--- src/rtl/oipv_pkg.sv ---
`timescale 1ns / 1ps
// ----------------------------------------------------------------------------
// oipv_pkg
// Shared types, constants and the CRC-32 byte step of the package validator.
// ----------------------------------------------------------------------------
package oipv_pkg;

  localparam int unsigned HDR_BYTES   = 32;
  localparam int unsigned HDR_IDX_W   = $clog2(HDR_BYTES);
  localparam int unsigned HDR_CRC_END = 28;
  localparam int unsigned COUNT_W     = 34;
  localparam int unsigned QUEUE_DEPTH = 2;
  localparam int unsigned CFG_IDX_W   = 3;
  localparam int unsigned CFG_DATA_W  = 32;
  localparam int unsigned MAGIC_BYTES = 8;

  localparam logic [31:0] CRC_POLY = 32'hEDB8_8320;
  localparam logic [31:0] CRC_INIT = 32'hFFFF_FFFF;

  localparam logic [15:0] FORMAT_VERSION = 16'h0001;

  localparam logic [7:0] MAGIC [MAGIC_BYTES] = '{
    8'h57, 8'h4B, 8'h52, 8'h50, 8'h4F, 8'h54, 8'h41, 8'h31
  };

  // configuration reset values
  localparam logic [7:0]  RST_TARGET     = 8'h01;
  localparam logic [7:0]  RST_PROTOCOL   = 8'h01;
  localparam logic [15:0] RST_BOARD      = 16'h2040;
  localparam logic [15:0] RST_VEC_OFFSET = 16'h0100;
  localparam logic [31:0] RST_STACK_LOW  = 32'h2000_0000;
  localparam logic [31:0] RST_STACK_HIGH = 32'h2004_2000;
  localparam logic [31:0] RST_CODE_LOW   = 32'h1000_0000;
  localparam logic [31:0] RST_CODE_HIGH  = 32'h1020_0000;

  typedef enum logic [CFG_IDX_W-1:0] {
    CFG_TARGET     = 3'd0,
    CFG_PROTOCOL   = 3'd1,
    CFG_BOARD      = 3'd2,
    CFG_VEC_OFFSET = 3'd3,
    CFG_STACK_LOW  = 3'd4,
    CFG_STACK_HIGH = 3'd5,
    CFG_CODE_LOW   = 3'd6,
    CFG_CODE_HIGH  = 3'd7
  } cfg_idx_e;

  typedef enum logic [3:0] {
    VERDICT_OK      = 4'd0,
    VERDICT_SHORT   = 4'd1,
    VERDICT_MAGIC   = 4'd2,
    VERDICT_FIELD   = 4'd3,
    VERDICT_HDR_CRC = 4'd4,
    VERDICT_SIZE    = 4'd5,
    VERDICT_PAY_CRC = 4'd6,
    VERDICT_NO_VEC  = 4'd7,
    VERDICT_BAD_VEC = 4'd8
  } verdict_e;

  typedef struct packed {
    logic [7:0]  target;
    logic [7:0]  protocol;
    logic [15:0] board;
    logic [15:0] vec_offset;
    logic [31:0] stack_low;
    logic [31:0] stack_high;
    logic [31:0] code_low;
    logic [31:0] code_high;
  } cfg_t;

  // snapshot of the stream state after the final byte
  typedef struct packed {
    logic [COUNT_W-1:0]             total;
    logic [HDR_BYTES-1:0][7:0]      hdr;
    logic [31:0]                    hdr_crc;
    logic [31:0]                    pay_crc;
    logic [31:0]                    stack_word;
    logic [31:0]                    handler_word;
  } rec_t;

  typedef struct packed {
    verdict_e    verdict;
    logic [31:0] length;
    logic [31:0] checksum;
  } res_t;

  function automatic logic [31:0] crc_byte(input logic [31:0] crc, input logic [7:0] b);
    logic [31:0] c;
    c = crc ^ {24'h0, b};
    for (int k = 0; k < 8; k++) begin
      c = (c >> 1) ^ (CRC_POLY & {32{c[0]}});
    end
    return c;
  endfunction

endpackage

--- src/rtl/oipv_queue.sv ---
`timescale 1ns / 1ps
// ----------------------------------------------------------------------------
// oipv_queue
// Small register-based first-in first-out queue with count-based flags.
// ----------------------------------------------------------------------------
module oipv_queue #(
  parameter int unsigned WIDTH = 8,
  parameter int unsigned DEPTH = 2
) (
  input  logic             clk_i,
  input  logic             rst_ni,
  input  logic             push_i,
  input  logic [WIDTH-1:0] data_i,
  output logic             full_o,
  input  logic             pop_i,
  output logic [WIDTH-1:0] data_o,
  output logic             empty_o
);

  localparam int unsigned PTR_W = (DEPTH > 1) ? $clog2(DEPTH) : 1;
  localparam int unsigned CNT_W = $clog2(DEPTH + 1);

  logic [WIDTH-1:0] mem_q [DEPTH];
  logic [PTR_W-1:0] wr_ptr_q, wr_ptr_d, rd_ptr_q, rd_ptr_d;
  logic [CNT_W-1:0] cnt_q, cnt_d;
  logic             do_push, do_pop;

  assign full_o  = (cnt_q == CNT_W'(DEPTH));
  assign empty_o = (cnt_q == '0);
  assign do_push = push_i && !full_o;
  assign do_pop  = pop_i && !empty_o;
  assign data_o  = mem_q[rd_ptr_q];

  always_comb begin
    wr_ptr_d = wr_ptr_q;
    rd_ptr_d = rd_ptr_q;
    cnt_d    = cnt_q;
    if (do_push) begin
      wr_ptr_d = (wr_ptr_q == PTR_W'(DEPTH - 1)) ? '0 : wr_ptr_q + 1'b1;
    end
    if (do_pop) begin
      rd_ptr_d = (rd_ptr_q == PTR_W'(DEPTH - 1)) ? '0 : rd_ptr_q + 1'b1;
    end
    if (do_push && !do_pop) begin
      cnt_d = cnt_q + 1'b1;
    end else if (do_pop && !do_push) begin
      cnt_d = cnt_q - 1'b1;
    end
  end

  always_ff @(posedge clk_i or negedge rst_ni) begin
    if (!rst_ni) begin
      wr_ptr_q <= '0;
      rd_ptr_q <= '0;
      cnt_q    <= '0;
    end else begin
      wr_ptr_q <= wr_ptr_d;
      rd_ptr_q <= rd_ptr_d;
      cnt_q    <= cnt_d;
    end
  end

  always_ff @(posedge clk_i) begin
    if (do_push) begin
      mem_q[wr_ptr_q] <= data_i;
    end
  end

endmodule

--- src/rtl/oipv_front.sv ---
`timescale 1ns / 1ps
// ----------------------------------------------------------------------------
// oipv_front
// Byte intake: counts bytes, keeps the header, runs both CRCs and captures
// the vector words; hands a snapshot of the stream on each final byte.
// ----------------------------------------------------------------------------
module oipv_front (
  input  logic                clk_i,
  input  logic                rst_ni,
  input  logic                accept_i,
  input  logic [7:0]          package_byte_i,
  input  logic                final_byte_i,
  input  logic [15:0]         vec_offset_i,
  output logic                rec_push_o,
  output oipv_pkg::rec_t      rec_o
);
  import oipv_pkg::*;

  logic [COUNT_W-1:0]        count_q, count_d;
  logic [HDR_BYTES-1:0][7:0] hdr_q, hdr_d;
  logic [31:0]               hcrc_q, hcrc_d;
  logic [31:0]               pcrc_q, pcrc_d;
  logic [31:0]               stack_q, stack_d;
  logic [31:0]               handler_q, handler_d;
  logic [COUNT_W-1:0]        pay_pos, vec_diff;
  logic                      in_header, vec_hit;

  assign in_header = (count_q < COUNT_W'(HDR_BYTES));
  assign pay_pos   = count_q - COUNT_W'(HDR_BYTES);
  assign vec_diff  = pay_pos - COUNT_W'(vec_offset_i);
  assign vec_hit   = !in_header && (pay_pos >= COUNT_W'(vec_offset_i)) &&
                     (vec_diff < COUNT_W'(8));

  always_comb begin
    hdr_d     = hdr_q;
    hcrc_d    = hcrc_q;
    pcrc_d    = pcrc_q;
    stack_d   = stack_q;
    handler_d = handler_q;
    count_d   = (count_q != '1) ? count_q + 1'b1 : count_q;
    if (in_header) begin
      hdr_d[count_q[HDR_IDX_W-1:0]] = package_byte_i;
      if (count_q < COUNT_W'(HDR_CRC_END)) begin
        hcrc_d = crc_byte(hcrc_q, package_byte_i);
      end
    end else begin
      pcrc_d = crc_byte(pcrc_q, package_byte_i);
    end
    // vector words, little endian, stack word first
    if (vec_hit) begin
      if (!vec_diff[2]) begin
        stack_d[{vec_diff[1:0], 3'b000} +: 8] = package_byte_i;
      end else begin
        handler_d[{vec_diff[1:0], 3'b000} +: 8] = package_byte_i;
      end
    end
  end

  assign rec_push_o        = accept_i && final_byte_i;
  assign rec_o.total        = count_d;
  assign rec_o.hdr          = hdr_d;
  assign rec_o.hdr_crc      = hcrc_d;
  assign rec_o.pay_crc      = pcrc_d;
  assign rec_o.stack_word   = stack_d;
  assign rec_o.handler_word = handler_d;

  always_ff @(posedge clk_i or negedge rst_ni) begin
    if (!rst_ni) begin
      count_q   <= '0;
      hcrc_q    <= CRC_INIT;
      pcrc_q    <= CRC_INIT;
      stack_q   <= '0;
      handler_q <= '0;
    end else if (accept_i) begin
      if (final_byte_i) begin
        count_q   <= '0;
        hcrc_q    <= CRC_INIT;
        pcrc_q    <= CRC_INIT;
        stack_q   <= '0;
        handler_q <= '0;
      end else begin
        count_q   <= count_d;
        hcrc_q    <= hcrc_d;
        pcrc_q    <= pcrc_d;
        stack_q   <= stack_d;
        handler_q <= handler_d;
      end
    end
  end

  // header bytes are always rewritten before a full-length package reads them
  always_ff @(posedge clk_i) begin
    if (accept_i) begin
      hdr_q <= hdr_d;
    end
  end

endmodule

--- src/rtl/oipv_back.sv ---
`timescale 1ns / 1ps
// ----------------------------------------------------------------------------
// oipv_back
// Verdict stage: runs the package checks in file order on one snapshot and
// forms the result beat.
// ----------------------------------------------------------------------------
module oipv_back (
  input  logic           rec_valid_i,
  input  oipv_pkg::rec_t rec_i,
  input  oipv_pkg::cfg_t cfg_i,
  input  logic           res_full_i,
  output logic           rec_pop_o,
  output logic           res_push_o,
  output oipv_pkg::res_t res_o
);
  import oipv_pkg::*;

  logic [15:0]        version, board, hdr_size;
  logic [31:0]        pay_size, pay_crc_field, vec_field, hdr_crc_field;
  logic [31:0]        hdr_crc, pay_crc, addr;
  logic [COUNT_W-1:0] pay_len;
  logic [COUNT_W:0]   want_total;
  logic               short_pkg, bad_magic, bad_field, bad_hcrc, bad_size;
  logic               bad_pcrc, no_vec, bad_vec;
  verdict_e           verdict;

  assign version       = {rec_i.hdr[9], rec_i.hdr[8]};
  assign board         = {rec_i.hdr[13], rec_i.hdr[12]};
  assign hdr_size      = {rec_i.hdr[15], rec_i.hdr[14]};
  assign pay_size      = {rec_i.hdr[19], rec_i.hdr[18], rec_i.hdr[17], rec_i.hdr[16]};
  assign pay_crc_field = {rec_i.hdr[23], rec_i.hdr[22], rec_i.hdr[21], rec_i.hdr[20]};
  assign vec_field     = {rec_i.hdr[27], rec_i.hdr[26], rec_i.hdr[25], rec_i.hdr[24]};
  assign hdr_crc_field = {rec_i.hdr[31], rec_i.hdr[30], rec_i.hdr[29], rec_i.hdr[28]};
  assign hdr_crc       = ~rec_i.hdr_crc;
  assign pay_crc       = ~rec_i.pay_crc;
  assign pay_len       = rec_i.total - COUNT_W'(HDR_BYTES);
  assign want_total    = (COUNT_W + 1)'(HDR_BYTES) + (COUNT_W + 1)'(pay_size);
  assign addr          = {rec_i.handler_word[31:1], 1'b0};

  always_comb begin
    bad_magic = 1'b0;
    for (int i = 0; i < MAGIC_BYTES; i++) begin
      if (rec_i.hdr[i] != MAGIC[i]) begin
        bad_magic = 1'b1;
      end
    end
  end

  assign short_pkg = (rec_i.total < COUNT_W'(HDR_BYTES));
  assign bad_field = (version != FORMAT_VERSION) || (hdr_size != 16'(HDR_BYTES)) ||
                     (rec_i.hdr[10] != cfg_i.target) ||
                     (rec_i.hdr[11] != cfg_i.protocol) || (board != cfg_i.board);
  assign bad_hcrc  = (hdr_crc != hdr_crc_field);
  assign bad_size  = ({1'b0, rec_i.total} != want_total);
  assign bad_pcrc  = (pay_crc != pay_crc_field);
  assign no_vec    = (vec_field != 32'(cfg_i.vec_offset)) ||
                     (pay_len < COUNT_W'(cfg_i.vec_offset) + COUNT_W'(8));
  assign bad_vec   = (rec_i.stack_word < cfg_i.stack_low) ||
                     (rec_i.stack_word > cfg_i.stack_high) ||
                     !rec_i.handler_word[0] ||
                     (addr < cfg_i.code_low) || (addr >= cfg_i.code_high);

  // first failing check wins
  always_comb begin
    if (short_pkg) begin
      verdict = VERDICT_SHORT;
    end else if (bad_magic) begin
      verdict = VERDICT_MAGIC;
    end else if (bad_field) begin
      verdict = VERDICT_FIELD;
    end else if (bad_hcrc) begin
      verdict = VERDICT_HDR_CRC;
    end else if (bad_size) begin
      verdict = VERDICT_SIZE;
    end else if (bad_pcrc) begin
      verdict = VERDICT_PAY_CRC;
    end else if (no_vec) begin
      verdict = VERDICT_NO_VEC;
    end else if (bad_vec) begin
      verdict = VERDICT_BAD_VEC;
    end else begin
      verdict = VERDICT_OK;
    end
  end

  assign res_o.verdict  = verdict;
  assign res_o.length   = short_pkg ? 32'h0 : pay_size;
  assign res_o.checksum = pay_crc;

  assign res_push_o = rec_valid_i && !res_full_i;
  assign rec_pop_o  = res_push_o;

endmodule

--- src/rtl/ota_image_package_validator.sv ---
`timescale 1ns / 1ps
// ----------------------------------------------------------------------------
// ota_image_package_validator
// Streams a firmware package byte by byte and reports one verdict per package.
// ----------------------------------------------------------------------------
// result path: a final byte's snapshot is registered in the snapshot queue, then
//   its result beat in the result queue (when it has room) that drives the ports
// throughput: one byte per cycle, set by the byte-wide crc step, while full is low
// reset: asynchronous; configuration returns to defaults, byte count and crcs
//   clear, queues empty; the header store holds no value until written
module ota_image_package_validator #(
  parameter int unsigned QUEUE_DEPTH_P = oipv_pkg::QUEUE_DEPTH
) (
  input  logic                             clk_i,
  input  logic                             rst_ni,
  input  logic                             push,
  output logic                             full,
  input  logic [7:0]                       package_byte_i,
  input  logic                             final_byte_i,
  output logic                             empty,
  input  logic                             pop,
  output logic [3:0]                       verdict_o,
  output logic [31:0]                      payload_length_o,
  output logic [31:0]                      payload_checksum_o,
  input  logic                             cfg_we_i,
  input  logic [oipv_pkg::CFG_IDX_W-1:0]   cfg_idx_i,
  input  logic [oipv_pkg::CFG_DATA_W-1:0]  cfg_data_i
);
  import oipv_pkg::*;

  cfg_t cfg_q;
  rec_t rec_in, rec_head;
  res_t res_in, res_head;
  logic accept, rec_push, rec_pop, rec_empty, res_push, res_full;

  always_ff @(posedge clk_i or negedge rst_ni) begin
    if (!rst_ni) begin
      cfg_q.target     <= RST_TARGET;
      cfg_q.protocol   <= RST_PROTOCOL;
      cfg_q.board      <= RST_BOARD;
      cfg_q.vec_offset <= RST_VEC_OFFSET;
      cfg_q.stack_low  <= RST_STACK_LOW;
      cfg_q.stack_high <= RST_STACK_HIGH;
      cfg_q.code_low   <= RST_CODE_LOW;
      cfg_q.code_high  <= RST_CODE_HIGH;
    end else if (cfg_we_i) begin
      case (cfg_idx_e'(cfg_idx_i))
        CFG_TARGET:     cfg_q.target     <= cfg_data_i[7:0];
        CFG_PROTOCOL:   cfg_q.protocol   <= cfg_data_i[7:0];
        CFG_BOARD:      cfg_q.board      <= cfg_data_i[15:0];
        CFG_VEC_OFFSET: cfg_q.vec_offset <= cfg_data_i[15:0];
        CFG_STACK_LOW:  cfg_q.stack_low  <= cfg_data_i;
        CFG_STACK_HIGH: cfg_q.stack_high <= cfg_data_i;
        CFG_CODE_LOW:   cfg_q.code_low   <= cfg_data_i;
        CFG_CODE_HIGH:  cfg_q.code_high  <= cfg_data_i;
        default: begin
        end
      endcase
    end
  end

  assign accept = push && !full;

  oipv_front u_front (
    .clk_i          (clk_i),
    .rst_ni         (rst_ni),
    .accept_i       (accept),
    .package_byte_i (package_byte_i),
    .final_byte_i   (final_byte_i),
    .vec_offset_i   (cfg_q.vec_offset),
    .rec_push_o     (rec_push),
    .rec_o          (rec_in)
  );

  oipv_queue #(
    .WIDTH ($bits(rec_t)),
    .DEPTH (QUEUE_DEPTH_P)
  ) u_rec_queue (
    .clk_i   (clk_i),
    .rst_ni  (rst_ni),
    .push_i  (rec_push),
    .data_i  (rec_in),
    .full_o  (full),
    .pop_i   (rec_pop),
    .data_o  (rec_head),
    .empty_o (rec_empty)
  );

  oipv_back u_back (
    .rec_valid_i (!rec_empty),
    .rec_i       (rec_head),
    .cfg_i       (cfg_q),
    .res_full_i  (res_full),
    .rec_pop_o   (rec_pop),
    .res_push_o  (res_push),
    .res_o       (res_in)
  );

  oipv_queue #(
    .WIDTH ($bits(res_t)),
    .DEPTH (QUEUE_DEPTH_P)
  ) u_res_queue (
    .clk_i   (clk_i),
    .rst_ni  (rst_ni),
    .push_i  (res_push),
    .data_i  (res_in),
    .full_o  (res_full),
    .pop_i   (pop),
    .data_o  (res_head),
    .empty_o (empty)
  );

  assign verdict_o          = res_head.verdict;
  assign payload_length_o   = res_head.length;
  assign payload_checksum_o = res_head.checksum;

endmodule
--- config.mk ---
export PLATFORM = sky130hd
export DESIGN_NAME = ota_image_package_validator
export DESIGN_NICKNAME = d
export VERILOG_FILES = /design/src/rtl/oipv_pkg.sv /design/src/rtl/oipv_queue.sv /design/src/rtl/oipv_front.sv /design/src/rtl/oipv_back.sv /design/src/rtl/ota_image_package_validator.sv
export SDC_FILE = /design/constraint.sdc
export NUM_CORES = 2
export LEC_CHECK = 0
export BUFFER_PORTS_ARGS = -buffer_cell sky130_fd_sc_hd__buf_2
export CAP_MARGIN = 20
export CELL_PAD_IN_SITES_DETAIL_PLACEMENT = 1
export CELL_PAD_IN_SITES_GLOBAL_PLACEMENT = 1
export CORE_ASPECT_RATIO = 0.75
export CORE_MARGIN = 2
export CORE_UTILIZATION = 30
export CTS_CLUSTER_SIZE = 16
export DETAILED_ROUTE_END_ITERATION = 10
export HOLD_SLACK_MARGIN = 0.15
export PLACE_DENSITY = 0.63
export SYNTH_ARGS = -nofsm -noshare
export SYNTH_HDL_FRONTEND = slang
export SYNTH_SLANG_ARGS = --single-unit
--- constraint.sdc ---
create_clock -name clk_i -period 18.8 [get_ports clk_i]
set_clock_uncertainty 0.05 [all_clocks]
set_input_delay 1.88 -clock clk_i [delete_from_list [all_inputs] [get_ports clk_i]]
set_output_delay 1.88 -clock clk_i [all_outputs]
set_load 0.005 [all_outputs]
After elaboration in Yosys (flattened, before gate mapping)
Memory sizes are Yosys's and may differ from the RTL's. Index checks and enable logic that the tools add are counted.

Output and inout port bits: 70. Memory bits (writable): 972. Logic and storage cells: 223. Memories: 2. Flip-flop bits (word level): 602. Bits of input ports: 49.

Mux-type cells: 48. Equality and inequality tests: 27. Add/sub/neg operators: 15. Reduce and logical (&&, ||, !) cells: 46. Magnitude comparators: 12. Shift-type cells: 2. Bitwise operators: 20.

Memory list: u_rec_queue.mem_q (depth 2, width 418, rd ports 1, clocked after Yosys merged registers in 0, write ports 1, line oipv_queue.sv:23) `logic [WIDTH-1:0] mem_q [DEPTH];`; u_res_queue.mem_q (depth 2, width 68, rd ports 1, clocked after Yosys merged registers in 0, write ports 1, line oipv_queue.sv:23).

Operators by type and width (count): 31-bit by 32-bit bitwise XOR with 32-bit output (16); 32-bit 2-to-1 mux (12); 256-bit bitwise mux (1); 256-bit 2-to-1 mux (1); 34-bit by 6-bit < comparator with 1-bit output, second input constant (2); 34-bit 2-to-1 mux (2); 34-bit by 6-bit subtractor with 34-bit output, second input constant (2); 32-bit bitwise mux (2); 32-bit < comparator (2); 32-bit inequality test (2); 32-bit inverter (2); 32-bit by 8-bit bitwise XOR with 32-bit output (2); 8-bit by 7-bit inequality test with 1-bit output, second input constant (7); 8-bit demux with 5-bit select (1); 34-bit by 35-bit inequality test with 1-bit output (1); 34-bit by 1-bit adder with 34-bit output, second input constant (1); 34-bit by 16-bit >= comparator with 1-bit output (1); 34-bit < comparator (1); 34-bit by 4-bit < comparator with 1-bit output, second input constant (1); 34-bit by 5-bit < comparator with 1-bit output, second input constant (1); 34-bit inequality test, second input constant (1); 34-bit by 16-bit subtractor with 34-bit output (1); 6-bit by 32-bit adder with 33-bit output, first input constant (1); 32-bit >= comparator (1); other kinds (31) (106).

Depth between registers and ports, before layout
An unclocked memory read counts as a cell.

Depth in word-level cells: 14. Mapped depth: 26.

By module
From an unflattened synthesis, not the netlist that was laid out.

Cells, all modules: 4948. Area, all modules: 73359.1 µm².

By module, submodules not included: oipv_queue at u_rec_queue (cells an instance 1320, instances 1, area each 30530.5 µm²); oipv_front (cells an instance 1926, instances 1, area each 23274.8 µm²); oipv_back (cells an instance 1088, instances 1, area each 7566.0 µm²); ota_image_package_validator (cells an instance 383, instances 1, area each 6841.6 µm²); oipv_queue at u_res_queue (cells an instance 231, instances 1, area each 5146.2 µm²).

Worst setup path after synthesis
No wires, ideal clock.

Kind: input to register. From: input port final_byte_i. To: memory u_rec_queue.mem_q[0][0] in the netlist's numbering, enable pin. Setup slack: -2.295 ns. Library setup time: 1.209 ns. Arrival: 19.836 ns. Stages: 4. Required time: 17.541 ns. Path through: clkbuf_1 clkbuf_1 nand2_1 nor2_1.

Word-level cells in the longest chain between the ends: 4.

Ends and longest elaborated chain: from (decl) (line ota_image_package_validator.sv:19) `input logic final_byte_i,`; 1-bit logical AND (line oipv_front.sv:59) `assign rec_push_o = accept_i && final_byte_i;`; 1-bit logical AND (line oipv_queue.sv:30) `assign do_push = push_i && !full_o;`; 1-bit 2-to-1 mux (line oipv_queue.sv:64) `if (do_push) begin`; 1-bit 2-to-1 mux (not written as such) (line oipv_queue.sv:65) `mem_q[wr_ptr_q] <= data_i;`; to (decl) (line oipv_queue.sv:23).

No other way between the ends.

==> out/results.tsv <==
stage	metric	value	unit
outcome	status	complete, no violations	
clocking	ctsHoldBuffers	0	
timing	fin_crit	6.75	ns
detailed_routing	wl_per_cell	23.1	µm
logic_synthesis	avgSynthCellArea	14.3	µm²
clocking	cts-buffers-inserted	168	
clocking	cts.sinks	1574	
critical_path	critPathMaxFanout	72	
logic_synthesis	synthFlopType	edfxtp_1	
global_routing	grt_pass1_wl	294000	µm
timing	tightest_slew	1.11	ns
global_routing	grt.overflow.total	0	
clocking	clk_latency	0.83	ns
pwr	p_leak	28.2	nW
floorplan	dieArea	0.243	mm²
critical_path	required	19.29	ns
timing	hold_viol	0	
timing	slew_viol_final	0	
critical_path	worstPathCellList	nor3_2 > nand2_1 > or3_1 > xnor2_1 > ha_1 > a21oi_1 > o21ai_0 > or3_1 > o221ai_1 > nand4_1 > nor3_1 > xnor2_1 > or4_2 > buf_4 > or2_1 > mux2_1	
logic_synthesis	synth_top_area_cell	edfxtp_1	
clocking	clk_pin_slew	0.06	ns
critical_path	slowest_stage	or4_2	
global_routing	antenna_found_initial	13	
detailed_routing	ant_nets	0	
critical_path	slowest_delay	0.66	ns
logic_synthesis	yosysSeqAreaShare	63.6	%
final_layout	post-route-util	34.3	%
worst_hold_path	hold_path_class	reg2reg	
detailed_routing	drt_wl_total	196000	µm
final_layout	layout_commonest_cell	edfxtp_1	
detailed_routing	drt_iter0_drc	3141	
pwr	irDropWorstVdd	114	µV
logic_synthesis	ys_warn_count	0	
logic_synthesis	synthArstFlopShare	22.0	%
timing	slew_headroom	25.8	%
logic_synthesis	synth_edf_count	1228	
final_layout	fill_cells	24700	
final_layout	nNetsFinal	5394	
timing	fmax	0.148	GHz
logic_synthesis	syn_nets	5249	
placed_design	gp_congestion	0.821	
logic_synthesis	synth_top_area_share	51.4	%
floorplan	rows	155	
clocking	cts_root_buffer	clkbuf_16	
clocking	post_cts_buffers	0	
detailed_routing	drc	0	
pwr	pwr_density_cell	148	mW/mm²
logic_synthesis	synth_area_leaders	edfxtp_1 51%, dfrtp_1 9.4%, mux2_2 8.8%	
global_routing	grt_max_degree	167	
clocking	cts_resized	0	
clocking	cts_tree	done	
clocking	cts_buffer_depth	3	
floorplan	coreArea	0.238	mm²
global_routing	grt_pass1_vias	44000	
detailed_routing	routed_via_density	4.98	
timing	rsz0062_at_grt	no	
logic_synthesis	synth_seq_cells	1574	
final_layout	area_growth	13.6	%
global_routing	grt_usage	15.9	%
timing	post-route-period-util	35.9	%
critical_path	end_kind	flip-flop	
detailed_routing	firstDrtPassIters	5	
timing	setup_tns	0	ns
placed_design	portBuffers	118	
floorplan	die_w	569	µm
critical_path	crit_path_start_kind	flip-flop	
floorplan	die_y	428	µm
placed_design	post-dp-hpwl	130000	µm
timing	setup_viol	0	
logic_synthesis	synth.distinct_cells	84	
critical_path	crit_arrival	7.24	ns
floorplan	ioPinCount	119	
floorplan	initial_core_util	30.2	%
final_layout	final_cell_mix	1228 x edfxtp_1, 558 x mux2_2, 273 x xnor2_1	
logic_synthesis	postSynthCellCount	5026	
critical_path	crit_type	reg2reg	
job	cap_viol_max_count	0	
detailed_routing	vias	42100	
final_layout	layout-drive-gt1-share	21.3	%
clocking	htree_levels	4	
logic_synthesis	syn-cell-area	0.0718	mm²
## flip-flops by register name, summed over array words and instances, names as in the netlist
signal and flops:
cfg_q 176, u_front.count_q 34, u_front.handler_q 32, u_front.hcrc_q 32, u_front.hdr_q 256, u_front.pcrc_q 32
u_front.stack_q 32, u_rec_queue.cnt_q 2, u_rec_queue.mem_q 836, u_rec_queue.rd_ptr_q 1, u_rec_queue.wr_ptr_q 1, u_res_queue.cnt_q 2
u_res_queue.mem_q 136, u_res_queue.rd_ptr_q 1, u_res_queue.wr_ptr_q 1
## metal layers
| layer | global-route usage [%] | up-vias | share of wire, % | wire length, µm |
|---|---|---|---|---|
| met4 | 3.85 | 2 | 2.0 | 3870 |
| met3 | 2.52 | 233 | 4.8 | 9440 |
| met1 | 23.4 | 21900 | 48 | 94800 |
| li1 | - | 19100 | - | - |
| met5 | 0 | - | 0.0056 | 11 |
| met2 | 24.6 | 918 | 45 | 87500 |
## final timing paths
path	end	depth (start not counted)	from	slack, ns
worst max register to register	u_rec_queue.mem_q[1][5]$_DFFE_PP_	16	u_front.count_q[8]$_DFFE_PN0P_	12.05
max in group asynchronous	cfg_q[126]$_DFFE_PN0P_	5	rst_ni	13.91
min in group asynchronous	cfg_q[147]$_DFFE_PN0P_	1	rst_ni	1.05
worst min register to register	cfg_q[88]$_DFFE_PN0P_	1	cfg_q[88]$_DFFE_PN0P_	0.45
worst max-delay path	u_rec_queue.mem_q[1][5]$_DFFE_PP_	16	u_front.count_q[8]$_DFFE_PN0P_	12.05
worst min-delay path	cfg_q[88]$_DFFE_PN0P_	1	cfg_q[88]$_DFFE_PN0P_	0.45
## worst max-delay path, delay by kind of cell, from the launching register on
| family | cells | cell delay, ns |
|---|---|---|
| mux | 1 | 0.47 |
| simple gates | 8 | 3.54 |
| buf+inv | 1 | 0.35 |
| compound gates | 3 | 0.92 |
| fa+ha+maj | 1 | 0.38 |
| xor+xnor | 2 | 0.22 |
| flops | 1 | 0.50 |
## area by class of cell
class | count | area, µm² | share of cell area (%)
repair buffers | 194 | 1230 | 1.51
well taps | 3140 | 3930 | 4.82
flip-flops and latches | 1574 | 45600 | 56.0
clock buffers | 217 | 4490 | 5.50
diodes | 2 | 5.00 | 0.00614
multi-input cells | 3060 | 24600 | 30.2
clock inverters | 98 | 963 | 1.18
inverters | 173 | 657 | 0.806
## cell usage after synthesis (16+ instances only)
library cell and instances:
edfxtp_1 1228, mux2_2 558, xnor2_1 273, dfrtp_1 270
nand2_1 235, nor2_1 192, xor2_1 189, mux2i_1 187
ha_1 173, inv_1 172, clkbuf_1 171, o21ai_0 151
nor3_1 139, a21oi_1 98, nand4_1 86, nor2b_1 86
dfstp_2 76, a221o_1 67, o22a_1 66, nor4_1 60
nand3_1 53, and2_1 40, a21o_1 33, mux2_1 32
buf_1 24, or3_1 22, and3_1 19, nand3b_1 19
nand2b_1 18, nor4b_1 17, mux2_4 16, nor3b_1 16
## report_power, final
group	switching [W]	total (W)	internal (W)
combinational	0.00235	0.00375	0.00140
clock	0.00144	0.00325	0.00181
sequential	0.000285	0.00505	0.00476
total	0.00408	0.0120	0.00797
## per-stage QoR
step	setup slack [ns]	cell area [µm²]	hold WS, ns	std cells	power (W)
after floorplan	4.80	71800	0.410	5026	0.00769
after global placement	12.08	76100	0.433	8136	0.00875
after detailed placement	11.84	76100	0.444	8139	0.00888
after CTS	11.79	81500	0.457	8454	0.0122
after global routing	11.65	81500	0.466	8457	0.0127
final	12.05	81500	0.451	8458	0.0120
## cell families (layout without fill, tap and decap cells)
family,count (synthesis),after routing,synth area share [%]
xor+xnor,462,462,5.64
mux,793,793,12.2
compound gates,554,554,5.40
simple gates,1077,1077,7.95
buf+inv,392,682,2.22
fa+ha+maj,174,174,3.04
flops,1574,1574,63.6
other cells,0,2,0
Power figures use the tool's default switching activity.
